**src/hw/rtl/uigfd_pkg.sv**
```systemverilog
// uigfd_pkg: types and constants shared by the uart idle gap frame detector
// holds the request and response payload structs, function codes and csr indexes
// no dependencies
`timescale 1ns / 1ps
`default_nettype none

package uigfd_pkg;

   // function codes carried by a request transfer
   typedef enum logic [1:0] {
      FUNC_RX_BYTE = 2'd0,
      FUNC_TICK    = 2'd1,
      FUNC_READ    = 2'd2,
      FUNC_NONE    = 2'd3
   } func_type;

   // csr port
   localparam int unsigned CSR_INDEX_WIDTH = 1;
   localparam int unsigned CSR_DATA_WIDTH  = 8;

   localparam logic [CSR_INDEX_WIDTH-1:0] CSR_FRAME_LENGTH_LIMIT = 1'd0;
   localparam logic [CSR_INDEX_WIDTH-1:0] CSR_IDLE_TICK_LIMIT    = 1'd1;

   // csr reset values
   localparam logic [7:0] FRAME_LENGTH_LIMIT_RESET = 8'd220;
   localparam logic [3:0] IDLE_TICK_LIMIT_RESET    = 4'd1;

   typedef struct packed {
      func_type   func;
      logic [7:0] rx_byte;
      logic [7:0] read_index;
   } req_type;

   typedef struct packed {
      logic       frame_ready;
      logic [7:0] frame_start;
      logic [7:0] frame_length;
      logic [7:0] read_data;
   } rsp_type;

endpackage

`default_nettype wire

```
**src/hw/rtl/uart_idle_gap_frame_detector.sv**
```systemverilog
// uart_idle_gap_frame_detector: receive ring with length and idle-gap frame closing
// depends on uigfd_pkg for payload structs, function codes and csr indexes
`timescale 1ns / 1ps
`default_nettype none

// channel   direction  handshake             payload
// req       in         req_valid/req_stall   uigfd_pkg::req_type
// rsp       out        rsp_valid/rsp_stall   uigfd_pkg::rsp_type
// csr       in         csr_write_en          csr_index, csr_wdata
//
// one item per cycle sustained while rsp_stall stays low; a request passes the
// input register, then the result register and the ring read data register
// every item yields exactly one response
// reset is synchronous: pointers, lengths and idle count are cleared and the
// limits return to their reset values; ring contents are not touched
// a stalled response holds the result register; the input register then holds
// and req_stall rises, so nothing is lost or repeated

module uart_idle_gap_frame_detector #(
   parameter int unsigned RING_SIZE = 256
) (
   input  wire                                       clock,
   input  wire                                       reset,
   // request channel
   input  wire                                       req_valid,
   output logic                                      req_stall,
   input  wire uigfd_pkg::req_type                   req_payload,
   // response channel
   output logic                                      rsp_valid,
   input  wire                                       rsp_stall,
   output uigfd_pkg::rsp_type                        rsp_payload,
   // csr write port
   input  wire                                       csr_write_en,
   input  wire  [uigfd_pkg::CSR_INDEX_WIDTH-1:0]     csr_index,
   input  wire  [uigfd_pkg::CSR_DATA_WIDTH-1:0]      csr_wdata
);

   import uigfd_pkg::*;

   // ring position width and a common width for compares against 8-bit limits
   localparam int unsigned PW = $clog2(RING_SIZE);
   localparam int unsigned CW = (PW > 8) ? PW : 8;

   // ---------------------------------------------------------------------------
   // registers
   // ---------------------------------------------------------------------------
   logic          s1_valid_ff, s1_valid_in;
   req_type       s1_req_ff;

   logic          rsp_valid_ff, rsp_valid_in;
   logic          rsp_ready_ff, rsp_ready_in;
   logic [7:0]    rsp_start_ff, rsp_start_in;
   logic [7:0]    rsp_length_ff, rsp_length_in;
   logic [7:0]    rd_data_ff;

   logic [PW-1:0] write_pos_ff, write_pos_in;
   logic [PW-1:0] read_pos_ff, read_pos_in;
   logic [PW-1:0] pending_len_ff, pending_len_in;
   logic [PW-1:0] previous_len_ff, previous_len_in;
   logic [4:0]    idle_count_ff, idle_count_in;

   logic [7:0]    frame_length_limit_ff, frame_length_limit_in;
   logic [3:0]    idle_tick_limit_ff, idle_tick_limit_in;

   logic [7:0]    ring_store_ff [RING_SIZE];

   // ---------------------------------------------------------------------------
   // flow control
   // ---------------------------------------------------------------------------
   logic advance;   // item in the input register moves into the result register
   logic take_req;  // request transfer this cycle

   assign advance   = s1_valid_ff && (!rsp_valid_ff || !rsp_stall);
   assign req_stall = s1_valid_ff && !advance;
   assign take_req  = req_valid && !req_stall;

   assign s1_valid_in  = take_req || (s1_valid_ff && !advance);
   assign rsp_valid_in = advance || (rsp_valid_ff && rsp_stall);

   // ---------------------------------------------------------------------------
   // read index wrapped to the ring
   // ---------------------------------------------------------------------------
   logic [PW-1:0] read_addr;

   generate
      if (RING_SIZE >= 256) begin : g_wide_ring
         assign read_addr = PW'(s1_req_ff.read_index);
      end else begin : g_narrow_ring
         // constant modulo table over all 8-bit indexes
         logic [PW-1:0] idx_wrap [256];
         for (genvar g = 0; g < 256; g++) begin : g_idx
            assign idx_wrap[g] = PW'(g % RING_SIZE);
         end
         assign read_addr = idx_wrap[s1_req_ff.read_index];
      end
   endgenerate

   // ---------------------------------------------------------------------------
   // single-pass step logic
   // ---------------------------------------------------------------------------
   logic [PW:0]   wp_inc;
   logic [PW-1:0] new_pending;
   logic [PW:0]   rp_sum;
   logic [CW-1:0] pending_wide;
   logic [CW-1:0] read_pos_wide;
   logic [CW-1:0] limit_wide;
   logic [4:0]    idle_inc;
   logic          over_limit;
   logic          held_len;
   logic          close;

   // next write position, one bit wider so that the wrap can be detected
   assign wp_inc = {1'b0, write_pos_ff} + (PW+1)'(1);

   // pending length, modulo ring size
   always_comb begin
      if (write_pos_ff >= read_pos_ff) begin
         new_pending = write_pos_ff - read_pos_ff;
      end else begin
         new_pending = PW'((PW+1)'(RING_SIZE) + {1'b0, write_pos_ff}
                           - {1'b0, read_pos_ff});
      end
   end

   assign pending_wide  = CW'(new_pending);
   assign read_pos_wide = CW'(read_pos_ff);
   assign limit_wide    = CW'(frame_length_limit_ff);
   assign over_limit    = pending_wide > limit_wide;
   // same nonzero length seen on two ticks in a row
   assign held_len      = (new_pending != '0) && (new_pending == pending_len_ff);
   assign idle_inc      = idle_count_ff + 5'd1;

   // read position after closing a frame
   assign rp_sum = {1'b0, read_pos_ff} + {1'b0, new_pending};

   always_comb begin
      write_pos_in    = write_pos_ff;
      read_pos_in     = read_pos_ff;
      pending_len_in  = pending_len_ff;
      previous_len_in = previous_len_ff;
      idle_count_in   = idle_count_ff;
      close           = 1'b0;

      if (advance) begin
         case (s1_req_ff.func)
            FUNC_RX_BYTE: begin
               write_pos_in = (wp_inc == (PW+1)'(RING_SIZE)) ? '0 : wp_inc[PW-1:0];
            end
            FUNC_TICK: begin
               previous_len_in = pending_len_ff;
               pending_len_in  = new_pending;
               if (over_limit) begin
                  idle_count_in = '0;
                  close         = 1'b1;
               end else if (held_len) begin
                  if (idle_inc > 5'(idle_tick_limit_ff)) begin
                     idle_count_in = '0;
                     close         = 1'b1;
                  end else begin
                     idle_count_in = idle_inc;
                  end
               end else begin
                  idle_count_in = '0;
               end
               if (close) begin
                  read_pos_in     = (rp_sum >= (PW+1)'(RING_SIZE))
                                    ? PW'(rp_sum - (PW+1)'(RING_SIZE))
                                    : rp_sum[PW-1:0];
                  pending_len_in  = '0;
                  previous_len_in = '0;
               end
            end
            default: begin
               // reads and the unused code leave the framing state alone
            end
         endcase
      end
   end

   // result fields, all zero unless a frame closed
   always_comb begin
      rsp_ready_in  = rsp_ready_ff;
      rsp_start_in  = rsp_start_ff;
      rsp_length_in = rsp_length_ff;
      if (advance) begin
         rsp_ready_in  = close;
         rsp_start_in  = close ? read_pos_wide[7:0] : 8'd0;
         rsp_length_in = close ? pending_wide[7:0] : 8'd0;
      end
   end

   // ---------------------------------------------------------------------------
   // csr writes
   // ---------------------------------------------------------------------------
   always_comb begin
      frame_length_limit_in = frame_length_limit_ff;
      idle_tick_limit_in    = idle_tick_limit_ff;
      if (csr_write_en) begin
         case (csr_index)
            CSR_FRAME_LENGTH_LIMIT: frame_length_limit_in = csr_wdata[7:0];
            CSR_IDLE_TICK_LIMIT:    idle_tick_limit_in    = csr_wdata[3:0];
            default: begin
            end
         endcase
      end
   end

   // ---------------------------------------------------------------------------
   // sequential logic
   // ---------------------------------------------------------------------------
   always_ff @(posedge clock) begin
      if (reset) begin
         s1_valid_ff           <= 1'b0;
         rsp_valid_ff          <= 1'b0;
         write_pos_ff          <= '0;
         read_pos_ff           <= '0;
         pending_len_ff        <= '0;
         previous_len_ff       <= '0;
         idle_count_ff         <= '0;
         frame_length_limit_ff <= FRAME_LENGTH_LIMIT_RESET;
         idle_tick_limit_ff    <= IDLE_TICK_LIMIT_RESET;
      end else begin
         s1_valid_ff           <= s1_valid_in;
         rsp_valid_ff          <= rsp_valid_in;
         write_pos_ff          <= write_pos_in;
         read_pos_ff           <= read_pos_in;
         pending_len_ff        <= pending_len_in;
         previous_len_ff       <= previous_len_in;
         idle_count_ff         <= idle_count_in;
         frame_length_limit_ff <= frame_length_limit_in;
         idle_tick_limit_ff    <= idle_tick_limit_in;
      end
   end

   // payload registers
   always_ff @(posedge clock) begin
      if (take_req) begin
         s1_req_ff <= req_payload;
      end
      rsp_ready_ff  <= rsp_ready_in;
      rsp_start_ff  <= rsp_start_in;
      rsp_length_ff <= rsp_length_in;
   end

   // ring store: one write port, one registered read port
   always_ff @(posedge clock) begin
      if (advance && (s1_req_ff.func == FUNC_RX_BYTE)) begin
         ring_store_ff[write_pos_ff] <= s1_req_ff.rx_byte;
      end
   end

   always_ff @(posedge clock) begin
      if (advance) begin
         if (s1_req_ff.func == FUNC_READ) begin
            rd_data_ff <= ring_store_ff[read_addr];
         end else begin
            rd_data_ff <= 8'd0;
         end
      end
   end

   // ---------------------------------------------------------------------------
   // outputs
   // ---------------------------------------------------------------------------
   assign rsp_valid                = rsp_valid_ff;
   assign rsp_payload.frame_ready  = rsp_ready_ff;
   assign rsp_payload.frame_start  = rsp_start_ff;
   assign rsp_payload.frame_length = rsp_length_ff;
   assign rsp_payload.read_data    = rd_data_ff;

endmodule

`default_nettype wire
```
**config.mk**
```make
export PLATFORM = sky130hd
export DESIGN_NAME = uart_idle_gap_frame_detector
export DESIGN_NICKNAME = d
export VERILOG_FILES = /design/src/hw/rtl/uigfd_pkg.sv /design/src/hw/rtl/uart_idle_gap_frame_detector.sv
export SDC_FILE = /design/constraint.sdc
export NUM_CORES = 2
export LEC_CHECK = 0
export BUFFER_PORTS_ARGS = -buffer_cell sky130_fd_sc_hd__buf_2
export CAP_MARGIN = 15
export CELL_PAD_IN_SITES_DETAIL_PLACEMENT = 1
export CELL_PAD_IN_SITES_GLOBAL_PLACEMENT = 1
export CORE_MARGIN = 2
export CORE_UTILIZATION = 56
export DETAILED_ROUTE_END_ITERATION = 10
export GPL_ROUTABILITY_DRIVEN = 1
export HOLD_SLACK_MARGIN = 0.05
export MAX_ROUTING_LAYER = met4
export PLACE_DENSITY = 0.82
export SLEW_MARGIN = 30
export SYNTH_ARGS = -nofsm -noshare
export SYNTH_HDL_FRONTEND = slang
export SYNTH_SLANG_ARGS = --single-unit
```
**constraint.sdc**
```tcl
create_clock -name clock -period 5.11 [get_ports clock]
set_input_delay 0.511 -clock clock [delete_from_list [all_inputs] [get_ports clock]]
set_output_delay 0.511 -clock clock [all_outputs]
set_load 0.02 [all_outputs]
```
==> run metrics <==
status completed; drt first pass iters 6; CTS buffer count 204; Slew HR 26.3%; Seq cells post-synth approximately 2100; pre-CTS setup slack 795 ps; CTS H-tree lvls 4; worst-case clock buffer depth 3; fmax 225 MHz; Initial Util 56.3%; crit end category flip-flop; crit start category flip-flop; WP data arrival ~5100 ps; setup_tns 0 ps; PnR Total Power 0.0359 W; gp weighted congestion 0.839; Die W 389 um; Power Density 385 nW/um^2; global route overflow 0; synth warn 0; routed wire length 217000 um; Hold Path Class input pin to flip-flop; critical path class flip-flop to flip-flop; worst vdd ir 412 uV; first-pass GRT wire length 315000 um; WL/cell around 36 um; DR vias/cell 6.80; post-CTS resize count 0; Gate Count Post-Synth 3697; nets 3969; RSZ-0062 raised after global routing false; Post-synth EDFFs 2091; WHS about 210 ps; largest net degree at the start of global routing 229; initial antenna violation count 3; max-cap violation count 0; Final WS setup 660 ps; clock latency at the later pin of the worst-skew pair 850 ps; post-synthesis net count 3761; Die Height 389 um; DRT iter0 DRCs 5358; clock tree sinks 2134; Mean Syn Cell Area 22.5 um^2; DIE AREA between 150000 and 200000 um^2; Fin. Hold Viols 0; post-synthesis cell type count 55; core area 147000 um^2; # IOs between 50 and 60; vias in the first global route 42700; Worst Clk Skew 37.5 ps; port bufs 58; Finish-stage setup viols 0; GRT Total Usage about 30%; P_leak around 29 nW; layout cells sized above 1 27.4%; Slew Limit Fails 0; Seq/Total Area, Yosys 76.6%; CTS tree built; clk root buf clkbuf_16; Layout area overhead 12.1%; CTS Hold Bufs 31; Clock transition at path regs 70 ps; ys async rst share 0%; setup bufs post-CTS 0; # DRC 0; WP data required 5720 ps; site row count ~140; HPWL Detailed ~120000 um; Tcrit/Tclk final 87.1%; Placed Area 86200 um^2; via count roughly 41000; Slew @ Worst Pin 1100 ps; crit-path max FO 20; min Tclk post-route 4450 ps; post-route design area 93200 um^2; Antenna Nets Post-Route 0; Synth Flop Type edfxtp_1; Post-Synthesis Cell Area a little over 80000 um^2
==> cells by family (layout without fill, tap and decap cells) <==
| family | count (synthesis) | after routing | share of synthesized area, % |
|---|---|---|---|
| compound gates | 102 | 102 | 0.790 |
| other cells | 0 | 3 | 0 |
| buf+inv | 234 | 610 | 1.20 |
| fa+ha+maj | 32 | 32 | 0.500 |
| simple gates | 454 | 454 | 2.39 |
| flops | 2134 | 2134 | 76.6 |
| mux | 713 | 713 | 18.2 |
| xor+xnor | 28 | 28 | 0.295 |
==> final timing paths <==
| kind | from | endpoint | slack (ps) | cells past startpoint |
|---|---|---|---|---|
| worst max-delay path | write_pos_ff[0]$_SDFFE_PP0P_ | rsp_start_ff[2]$_SDFFCE_PN0P_ | 660 | 17 |
| worst min-delay path | reset | read_pos_ff[2]$_SDFFE_PP0P_ | 210 | 3 |
| worst max register to register | write_pos_ff[0]$_SDFFE_PP0P_ | rsp_start_ff[2]$_SDFFCE_PN0P_ | 660 | 17 |
| worst min register to register | frame_length_limit_ff[1]$_SDFFE_PP0P_ | frame_length_limit_ff[1]$_SDFFE_PP0P_ | 470 | 2 |
==> cell usage in the layout (no fill, tap or decap), types with 5 or more instances in the layout <==
cell type         n
buf_12           33
o22ai_1          32
mux2i_1          72
bufinv_16        15
xnor2_1          17
nand4_1           5
inv_1            27
or3_1             6
ha_1             30
nand3b_1          5
nand3_1          31
clkbuf_1         51
xor2_1           11
or4_1             9
dfxtp_1          43
a21o_1            6
a22oi_1           6
and2_1           18
nand2_1          40
buf_2            58
buf_4            79
o21ai_0          10
a21oi_1          23
clkinv_1         47
clkbuf_16       208
nor3_1            6
dlygate4sd3_1    31
and3_1            8
mux4_2          640
nor2b_1          12
buf_16            5
clkinv_2         28
edfxtp_1       2091
nor2_1          281
nor2_2           11
o211ai_1          5
clkinvlp_4       10
==> metal layers <==
layer	up-vias	global-route usage, %	part of all wire, %
li1	16000	-	-
met1	21900	39.6	37
met2	2595	48.5	51
met3	444	4.46	8.4
met4	0	11.2	4.1
met5	-	-	0
==> metrics by stage <==
stage,std cells,utilization (%)
2_1_floorplan,3697,-
5_1_grt,6005,63.2
3_3_place_gp,5593,58.4
4_1_cts,5999,63.1
6_report,6006,63.2
3_5_place_dp,5594,58.5
==> final cells by class <==
type                    count  area [um^2]
repair buffers            208         2010
clock inverters           111         1030
fillers                 11700        54300
diodes                      3         7.51
clock buffers             263         5450
inverters                  28          105
well taps                1930         2410
flip-flops and latches   2134        63700
multi-input cells        1329        18500
==> state kept, by name (all words and copies together), names as in the netlist <==
register               count
ring_store_ff           2048
idle_tick_limit_ff         4
read_pos_ff                8
read_addr                  8
pending_len_ff             8
rsp_valid                  1
rd_data_ff                 8
s1_valid_ff                1
rsp_ready_ff               1
rsp_length_ff              8
frame_length_limit_ff      8
write_pos_ff               8
s1_req_ff                 10
idle_count_ff              5
rsp_start_ff               8
==> report_power, final <==
| part | internal, W | total [W] | switching [W] |
|---|---|---|---|
| logic | 0.000688 | 0.00173 | 0.00104 |
| clock network | 0.00830 | 0.0149 | 0.00659 |
| registers | 0.0192 | 0.0193 | 0.0000352 |
| total | 0.0282 | 0.0359 | 0.00767 |
==> synth_stat cells, drive strengths merged, types with 4 or more instances <==
master	number	area, um^2
edfxtp	2091	62800
mux4	640	14400
nor2	292	1100
clkbuf	122	459
buf	84	434
mux2i	72	721
dfxtp	43	861
nand2	43	161
nand3	33	165
o22ai	33	213
ha	30	375
inv	27	101
a21oi	23	115
and2	18	113
xnor2	17	149
nor2b	13	81.3
o21ai	11	58.8
xor2	11	96.3
or4	9	67.6
and3	8	50.1
nor3	7	35.0
a21o	6	45.0
a22oi	6	45.0
or3	6	37.5
nand3b	5	37.5
nand4	5	31.3
o211ai	5	37.5
nor4b	4	35.0
==> worst max-delay path: stages, from the launching register on <==
cell and delay, ps:
dfxtp_1 380, inv_1 130, ha_1 270, inv_1 100, fa_1 480, and3_1 240
o21ai_2 240, a21oi_1 110, nor2_1 120, xor2_1 200, inv_1 120, ha_1 310
a21oi_1 140, nor2b_1 60, o31ai_1 500, o22ai_2 340, buf_4 300, and2_1 180
(Power assumes the default switching activity.)
